$ cat src/rtl/core/mexp_pkg.sv
// Shared constants for the modular exponentiation unit.
// No dependencies.
package mexp_pkg;

  localparam int unsigned FieldW          = 32;
  localparam int unsigned OperandBitsDef  = 32;

endpackage

$ cat src/rtl/core/mexp_if.sv
// Valid/ready stream interfaces for operands and results.
// Depends on mexp_pkg for the field width.
interface mexp_in_if;
  logic                          valid;
  logic                          ready;
  logic [mexp_pkg::FieldW-1:0]   base_value;
  logic [mexp_pkg::FieldW-1:0]   exponent_value;
  logic [mexp_pkg::FieldW-1:0]   modulus_value;

  modport source (output valid, base_value, exponent_value, modulus_value, input ready);
  modport sink   (input valid, base_value, exponent_value, modulus_value, output ready);
endinterface

interface mexp_out_if;
  logic                          valid;
  logic                          ready;
  logic [mexp_pkg::FieldW-1:0]   power_result;

  modport source (output valid, power_result, input ready);
  modport sink   (input valid, power_result, output ready);
endinterface

$ cat src/rtl/core/mexp_mulmod.sv
// Bit-serial modular multiplier: p = x * y mod m, one multiplier bit per cycle.
// Requires x <= m, m nonzero. Standalone; no package use.
module mexp_mulmod #(
  parameter int unsigned W = 32
) (
  input  logic         clk_i,
  input  logic         rst_ni,
  input  logic         start_i,
  input  logic [W-1:0] x_i,
  input  logic [W-1:0] y_i,
  input  logic [W-1:0] m_i,
  output logic         done_o,
  output logic [W-1:0] p_o
);

  localparam int unsigned CntW = $clog2(W);

  logic [W-1:0]    acc_q, acc_d;
  logic [W-1:0]    x_q, y_q, m_q;
  logic [CntW-1:0] cnt_q;
  logic            busy_q, done_q;

  logic [W+1:0] sum, m1, m2;

  // 2*acc + bit*x stays below 3m; subtract m or 2m.
  always_comb begin
    sum = {1'b0, acc_q, 1'b0} + (y_q[W-1] ? {2'b00, x_q} : '0);
    m1  = {2'b00, m_q};
    m2  = {1'b0, m_q, 1'b0};
    if (sum >= m2) begin
      acc_d = W'(sum - m2);
    end else if (sum >= m1) begin
      acc_d = W'(sum - m1);
    end else begin
      acc_d = W'(sum);
    end
  end

  always_ff @(posedge clk_i or negedge rst_ni) begin
    if (!rst_ni) begin
      busy_q <= 1'b0;
      done_q <= 1'b0;
      cnt_q  <= '0;
    end else if (start_i) begin
      busy_q <= 1'b1;
      done_q <= 1'b0;
      cnt_q  <= CntW'(W - 1);
    end else if (busy_q) begin
      cnt_q  <= cnt_q - 1'b1;
      busy_q <= (cnt_q != '0);
      done_q <= (cnt_q == '0);
    end else begin
      done_q <= 1'b0;
    end
  end

  always_ff @(posedge clk_i) begin
    if (start_i) begin
      acc_q <= '0;
      x_q   <= x_i;
      y_q   <= y_i;
      m_q   <= m_i;
    end else if (busy_q) begin
      acc_q <= acc_d;
      y_q   <= {y_q[W-2:0], 1'b0};
    end
  end

  assign done_o = done_q;
  assign p_o    = acc_q;

endmodule

$ cat src/rtl/core/modular_exponentiation_unit.sv
// Modular exponentiation: power_result = base ^ exponent mod modulus.
// Depends on mexp_pkg, mexp_if (stream interfaces) and mexp_mulmod.
//
// Usage: one operand transfer on in_i (base, exponent, modulus) yields one
// result transfer on out_o. Operands are masked to OPERAND_BITS bits.
// in_i.ready is high only while the sequencer is idle; one item is in work
// at a time.
// Work: the base is first reduced mod n, then the exponent is scanned from
// bit OPERAND_BITS-1 down to 0 with one squaring per bit and one extra
// multiply per set bit. All of it runs on a single bit-serial modular
// multiplier, so with B bits and P set exponent bits an item takes
// 1 + B + P products; a zero modulus returns 0 without the multiplier.
// The result sits in an output register; the next item may be taken while
// it waits. If the receiver stalls with a result still held, a finished
// item waits in the sequencer and input stays closed.
// Reset clears the sequencer and the output valid; no result survives it.
module modular_exponentiation_unit #(
  parameter int unsigned OPERAND_BITS = mexp_pkg::OperandBitsDef
) (
  input  logic     clk_i,
  input  logic     rst_ni,
  mexp_in_if.sink  in_i,
  mexp_out_if.source out_o
);

  localparam int unsigned W    = OPERAND_BITS;
  localparam int unsigned FW   = mexp_pkg::FieldW;
  localparam int unsigned CntW = $clog2(W);

  localparam logic [2:0] S_IDLE = 3'd0;
  localparam logic [2:0] S_RED  = 3'd1;
  localparam logic [2:0] S_SQR  = 3'd2;
  localparam logic [2:0] S_MUL  = 3'd3;
  localparam logic [2:0] S_OUT  = 3'd4;

  logic [2:0]      state_q, state_d;
  logic [W-1:0]    base_q, base_d, exp_q, exp_d, mod_q, mod_d, acc_q, acc_d;
  logic [CntW-1:0] ecnt_q, ecnt_d;
  logic            ovld_q, ovld_d;
  logic [FW-1:0]   ores_q, ores_d;

  logic [W-1:0]  in_base, in_exp, in_mod;
  logic [FW-1:0] acc_ext;
  logic          in_xfer;

  logic         u_start, u_done;
  logic [W-1:0] u_x, u_y, u_m, u_p;

  always_comb begin
    for (int i = 0; i < W; i++) begin
      in_base[i] = (i < FW) ? in_i.base_value[i % FW]     : 1'b0;
      in_exp[i]  = (i < FW) ? in_i.exponent_value[i % FW] : 1'b0;
      in_mod[i]  = (i < FW) ? in_i.modulus_value[i % FW]  : 1'b0;
    end
    for (int j = 0; j < FW; j++) begin
      acc_ext[j] = (j < W) ? acc_q[j % W] : 1'b0;
    end
  end

  assign in_i.ready = (state_q == S_IDLE);
  assign in_xfer    = in_i.valid && in_i.ready;

  mexp_mulmod #(
    .W (W)
  ) u_mulmod (
    .clk_i   (clk_i),
    .rst_ni  (rst_ni),
    .start_i (u_start),
    .x_i     (u_x),
    .y_i     (u_y),
    .m_i     (u_m),
    .done_o  (u_done),
    .p_o     (u_p)
  );

  always_comb begin
    state_d = state_q;
    base_d  = base_q;
    exp_d   = exp_q;
    mod_d   = mod_q;
    acc_d   = acc_q;
    ecnt_d  = ecnt_q;
    ovld_d  = ovld_q && !out_o.ready;
    ores_d  = ores_q;
    u_start = 1'b0;
    u_x     = u_p;
    u_y     = u_p;
    u_m     = mod_q;

    case (state_q)
      S_IDLE: begin
        if (in_xfer) begin
          exp_d  = in_exp;
          mod_d  = in_mod;
          ecnt_d = CntW'(W - 1);
          if (in_mod == '0) begin
            acc_d   = '0;
            state_d = S_OUT;
          end else begin
            acc_d   = (in_mod == W'(1)) ? '0 : W'(1);
            u_start = 1'b1;
            u_x     = W'(1);
            u_y     = in_base;
            u_m     = in_mod;
            state_d = S_RED;
          end
        end
      end
      S_RED: begin
        if (u_done) begin
          base_d  = u_p;
          u_start = 1'b1;
          u_x     = acc_q;
          u_y     = acc_q;
          state_d = S_SQR;
        end
      end
      S_SQR: begin
        if (u_done) begin
          acc_d = u_p;
          if (exp_q[W-1]) begin
            u_start = 1'b1;
            u_x     = base_q;
            u_y     = u_p;
            state_d = S_MUL;
          end else if (ecnt_q == '0) begin
            state_d = S_OUT;
          end else begin
            ecnt_d  = ecnt_q - 1'b1;
            exp_d   = {exp_q[W-2:0], 1'b0};
            u_start = 1'b1;
          end
        end
      end
      S_MUL: begin
        if (u_done) begin
          acc_d = u_p;
          if (ecnt_q == '0) begin
            state_d = S_OUT;
          end else begin
            ecnt_d  = ecnt_q - 1'b1;
            exp_d   = {exp_q[W-2:0], 1'b0};
            u_start = 1'b1;
            state_d = S_SQR;
          end
        end
      end
      S_OUT: begin
        if (!ovld_q || out_o.ready) begin
          ovld_d  = 1'b1;
          ores_d  = acc_ext;
          state_d = S_IDLE;
        end
      end
      default: begin
        state_d = S_IDLE;
      end
    endcase
  end

  always_ff @(posedge clk_i or negedge rst_ni) begin
    if (!rst_ni) begin
      state_q <= S_IDLE;
      ovld_q  <= 1'b0;
    end else begin
      state_q <= state_d;
      ovld_q  <= ovld_d;
    end
  end

  always_ff @(posedge clk_i) begin
    base_q <= base_d;
    exp_q  <= exp_d;
    mod_q  <= mod_d;
    acc_q  <= acc_d;
    ecnt_q <= ecnt_d;
    ores_q <= ores_d;
  end

  assign out_o.valid        = ovld_q;
  assign out_o.power_result = ores_q;

  a_xfer_leaves_idle: assert property (@(posedge clk_i) disable iff (!rst_ni)
    in_xfer |=> (state_q != S_IDLE))
    else $error("operand transfer did not start the sequencer");

  a_product_reduced: assert property (@(posedge clk_i) disable iff (!rst_ni)
    (u_done && (state_q == S_RED || state_q == S_SQR || state_q == S_MUL))
      |-> (u_p < mod_q))
    else $error("modular product not below modulus");

  a_result_from_out: assert property (@(posedge clk_i) disable iff (!rst_ni)
    (ovld_d && !ovld_q) |-> (state_q == S_OUT))
    else $error("result raised outside output state");

  a_nonzero_mod_work: assert property (@(posedge clk_i) disable iff (!rst_ni)
    (state_q == S_RED) |-> (mod_q != '0))
    else $error("multiplier run with zero modulus");

endmodule
$ cat src/flat_wrapper.sv
// flat-port wrapper written by rule: the top's interface ports become plain ports
module modular_exponentiation_unit_flat 
#(
  parameter int unsigned OPERAND_BITS = mexp_pkg::OperandBitsDef
)
  (clk_i, rst_ni, in_i_valid, in_i_base_value, in_i_exponent_value, in_i_modulus_value, in_i_ready, out_o_valid, out_o_power_result, out_o_ready);
  mexp_in_if in_i_i ();
  mexp_out_if out_o_i ();
  input  logic clk_i;
  input  logic rst_ni;
  input wire logic [$bits(in_i_i.valid)-1:0] in_i_valid;
  input wire logic [$bits(in_i_i.base_value)-1:0] in_i_base_value;
  input wire logic [$bits(in_i_i.exponent_value)-1:0] in_i_exponent_value;
  input wire logic [$bits(in_i_i.modulus_value)-1:0] in_i_modulus_value;
  output wire logic [$bits(in_i_i.ready)-1:0] in_i_ready;
  output wire logic [$bits(out_o_i.valid)-1:0] out_o_valid;
  output wire logic [$bits(out_o_i.power_result)-1:0] out_o_power_result;
  input wire logic [$bits(out_o_i.ready)-1:0] out_o_ready;
  assign in_i_i.valid = in_i_valid;
  assign in_i_i.base_value = in_i_base_value;
  assign in_i_i.exponent_value = in_i_exponent_value;
  assign in_i_i.modulus_value = in_i_modulus_value;
  assign in_i_ready = in_i_i.ready;
  assign out_o_valid = out_o_i.valid;
  assign out_o_power_result = out_o_i.power_result;
  assign out_o_i.ready = out_o_ready;
  modular_exponentiation_unit #(.OPERAND_BITS(OPERAND_BITS)) u_core (.clk_i(clk_i), .rst_ni(rst_ni), .in_i(in_i_i), .out_o(out_o_i));
endmodule
$ cat config.mk
export PLATFORM = sky130hd
export DESIGN_NAME = modular_exponentiation_unit_flat
export DESIGN_NICKNAME = d
export VERILOG_FILES = /design/src/rtl/core/mexp_pkg.sv /design/src/rtl/core/mexp_if.sv /design/src/rtl/core/mexp_mulmod.sv /design/src/rtl/core/modular_exponentiation_unit.sv /design/src/flat_wrapper.sv
export SDC_FILE = /design/constraint.sdc
export NUM_CORES = 1
export LEC_CHECK = 0
export ABC_AREA = 1
export BUFFER_PORTS_ARGS = -buffer_cell sky130_fd_sc_hd__buf_2
export CORE_MARGIN = 4
export CORE_UTILIZATION = 60
export CTS_CLUSTER_DIAMETER = 100
export DETAILED_ROUTE_END_ITERATION = 8
export PLACE_DENSITY = 0.85
export SYNTH_ARGS = -nofsm -noshare
export SYNTH_HDL_FRONTEND = slang
export SYNTH_SLANG_ARGS = --single-unit
$ cat constraint.sdc
create_clock -name clk_i -period 5.05 [get_ports clk_i]
set_input_delay 0.505 -clock clk_i [delete_from_list [all_inputs] [get_ports clk_i]]
set_output_delay 0.505 -clock clk_i [all_outputs]
set_load 0.03 [all_outputs]
==> results.py <==
metrics = {
    "floorplan": {
        "ioPinCount": 134,
        "coreArea_um2": 32450,
        "die_x_um": 189.0,
        "num_rows": 66,
        "start_util_pct": 60.58,
        "die_h_um": 189.0,
        "dieArea_um2": 35730,
    },
    "global_routing": {
        "grt_overflow": 0,
        "met2_usage_pct": 58.05,
        "use_met1_pct": 51.64,
        "grt_antenna_before_repair": 0,
        "grt_usage_pct": 35.95,
        "grt_pass1_vias": 17780,
        "use_met3_pct": 5.623,
        "grt_max_degree": 66,
        "grt_pass1_wl_um": 101300,
        "grt_busiest_layer": "met2",
    },
    "routing": {
        "dr.pass1.iters": 6,
        "drc_errors": 0,
        "wl_per_cell_um": 21.85,
        "via_per_inst": 6.135,
        "wl_um": 66020,
        "drtIter0Drc": 2327,
        "vias": 18540,
        "ant_nets": 0,
    },
    "worst_setup_path": {
        "critPathLaunchType": "flop",
        "r2r_setup_slack_ns": 0.20,
        "required_ns": 5.44,
        "critPathMaxFanout": 26,
        "rr_worst_depth": 24,
        "rr_endpoint": "u_core.u_mulmod.p_o[15]$_SDFFE_PP0P_",
        "r2r_start": "u_core.u_mulmod.y_q[31]$_DFFE_PP_",
        "crit_path_end_kind": "flop",
        "crit_type": "reg2reg",
        "cp.arrival_ns": 5.24,
    },
    "run": {
        "max_cap_viol_count": 0,
    },
    "yosys": {
        "yosysWarnings": 0,
        "synthTopCellsByCount": "nand2_1, inv_1, edfxtp_1, nor2_1, a21oi_1",
        "yosys-top-cells-area": "edfxtp_1, nand2_1, ha_1",
        "avgSynthCellArea_um2": 8.209,
        "ys_types": 57,
        "synth_edf_count": 261,
        "seq_area_frac_synth_pct": 44.52,
        "synth-async-reset-ratio_pct": 3.618,
        "synthCells": 2395,
        "synth-seq-cells": 304,
        "synth_top_flop_cell": "edfxtp_1",
        "syn-num-nets": 2596,
        "yosysMostFrequentCell": "nand2_1",
        "yosysTopAreaCellShare_pct": 39.87,
        "syn_area_um2": 19660,
        "synth_largest_area_cell": "edfxtp_1",
    },
    "sta": {
        "setup_violations": 0,
        "fin_skew_ns": 0.01797,
        "max_freq_mhz": 206.4,
        "fin_crit_sh_pct": 95.96,
        "tightest_slew_ns": 1.013,
        "hold_viol_final": 0,
        "max_slew_margin_pct": 32.39,
        "finalCriticalPeriod_ns": 4.846,
        "maxSlewViolCount": 0,
    },
    "place": {
        "io_buffers": 133,
        "placed_cells": 2956,
        "dp_hpwl_um": 49790,
        "gp_congestion": 1.014,
    },
    "hold_path": {
        "min-delay-path-class": "in2reg",
        "hold_depth": 1,
        "hold-path-endpoint": "u_core.mod_q[20]$_DFFE_PP_",
        "hold_start": "in_i_modulus_value[20]",
    },
    "clocking": {
        "clk-insertion-delay-late_ns": 0.52,
        "htreeDepth": 2,
        "clock_sinks": 304,
        "cts_buffers": 34,
        "clockRootBuffer": "clkbuf_16",
        "clk_pin_slew_ns": 0.06,
        "clockBufferDepth": 3,
        "cts_tree": "done",
    },
    "layout": {
        "fin_nets": 2757,
        "layout-drive-gt1-share_pct": 12.99,
        "fin_cells": 3021,
        "area_delta_synth_final_pct": 13.23,
        "antennaDiodeCount": 0,
    },
    "run_status": {
        "outcome": "completed",
    },
}
## stage by stage
stage	cell area (um^2)	util [%]	setup TNS, ns	hold WS (ns)	worst slack (ns)
after floorplan	19660	-	0	0.2094	0.8519
after global placement	21020	64.78	0	0.3774	0.09615
after global routing	22260	68.59	-0.007811	0.1693	-0.003433
after detailed placement	21020	64.78	0	0.3855	0.1373
after CTS	22110	68.14	0	0.1725	0.02110
final	22260	68.59	0	0.1851	0.2039
## per-layer routing
layer  wire length [um]  up-vias
met2              30640     1115
met1              27360     8791
li1                   -     8504
met3               6372      125
met4               1646        0
met5                  0        -
## cells in the final DEF (no fill, tap or decap), types with 29 or more instances in the layout
cell type / instances
nand2_1: 550
inv_1: 306
edfxtp_1: 261
a21oi_1: 200
nor2_1: 199
o21ai_0: 159
buf_2: 133
nand3_1: 132
ha_1: 94
buf_4: 66
xor2_1: 43
clkbuf_16: 35
a22oi_1: 33
dfxtp_1: 32
nand4_1: 31
a41oi_1: 29
## repair_timing
item                                   in CTS  in global routing
setup endpoints to repair                   0                 32
hold buffers                                1                  0
buffers inserted                            0                  5
gates resized for setup                     0                 25
endpoints found under the hold margin      11                  0
## logic make-up after synthesis
| logic type | count (synthesis) | synth area share (%) |
|---|---|---|
| simple gates | 989 | 21.23 |
| compound gates | 515 | 15.29 |
| fa+ha+maj | 101 | 6.542 |
| xor+xnor | 71 | 3.163 |
| buf+inv | 394 | 8.051 |
| mux | 21 | 1.203 |
| flops | 304 | 44.52 |
## sequential cells by signal, indices dropped and copies added (netlist names)
signal	cells
u_core.state_q	3
u_core.u_mulmod.x_q	32
u_core.out_o.power_result	32
u_core.acc_ext	32
u_core.ecnt_q	5
u_core.u_mulmod.p_o	32
u_core.mod_q	32
u_core.u_mulmod.done_o	1
u_core.u_mulmod.cnt_q	5
u_core.u_mulmod.y_q	32
u_core.base_q	32
u_core.u_mulmod.busy_q	1
u_core.u_mulmod.m_q	32
u_core.exp_q	32
u_core.out_o.valid	1
## worst max path at each step
stage,start,to,slack [ns]
2_1_floorplan,u_core.u_mulmod.y_q[31]$_DFFE_PP_,u_core.u_mulmod.p_o[31]$_SDFFE_PP0P_,0.85
3_3_place_gp,u_core.u_mulmod.y_q[31]$_DFFE_PP_,u_core.u_mulmod.p_o[0]$_SDFFE_PP0P_,0.1
3_5_place_dp,u_core.u_mulmod.y_q[31]$_DFFE_PP_,u_core.u_mulmod.p_o[0]$_SDFFE_PP0P_,0.14
4_1_cts,u_core.u_mulmod.y_q[31]$_DFFE_PP_,u_core.u_mulmod.p_o[0]$_SDFFE_PP0P_,0.02
5_1_grt,u_core.u_mulmod.y_q[31]$_DFFE_PP_,u_core.u_mulmod.p_o[19]$_SDFFE_PP0P_,-0.003
6_report,u_core.u_mulmod.y_q[31]$_DFFE_PP_,u_core.u_mulmod.p_o[15]$_SDFFE_PP0P_,0.20
## worst max-delay path: stages, from the launching register on
cell and delay (ns):
edfxtp_1 0.40, nand2_1 0.10, inv_1 0.08, ha_1 0.17, inv_1 0.06, fa_1 0.41
nand3b_1 0.20, nand2_1 0.15, a21oi_1 0.17, o21bai_1 0.25, nand3_1 0.12, nand2_2 0.14
xor2_2 0.27, inv_1 0.13, ha_1 0.40, nand4_1 0.32, nor3_1 0.37, a21boi_0 0.14
buf_4 0.18, nand4_4 0.11, buf_12 0.18, buf_4 0.14, nand2_1 0.05, nand3_1 0.10
a21oi_1 0.06
## layout make-up
type	count	area, um^2
timing repair buffer	204	1251
multi-input combinational	1697	9437
fill	2582	10190
sequential	304	8753
clock buffer	46	917.1
inverter	315	1187
clock inverter	13	162.7
tap	442	553.0
Power is left out: the tool's default activity adds up to more than one toggle a clock period on the data nets, which glitch-free logic cannot reach.
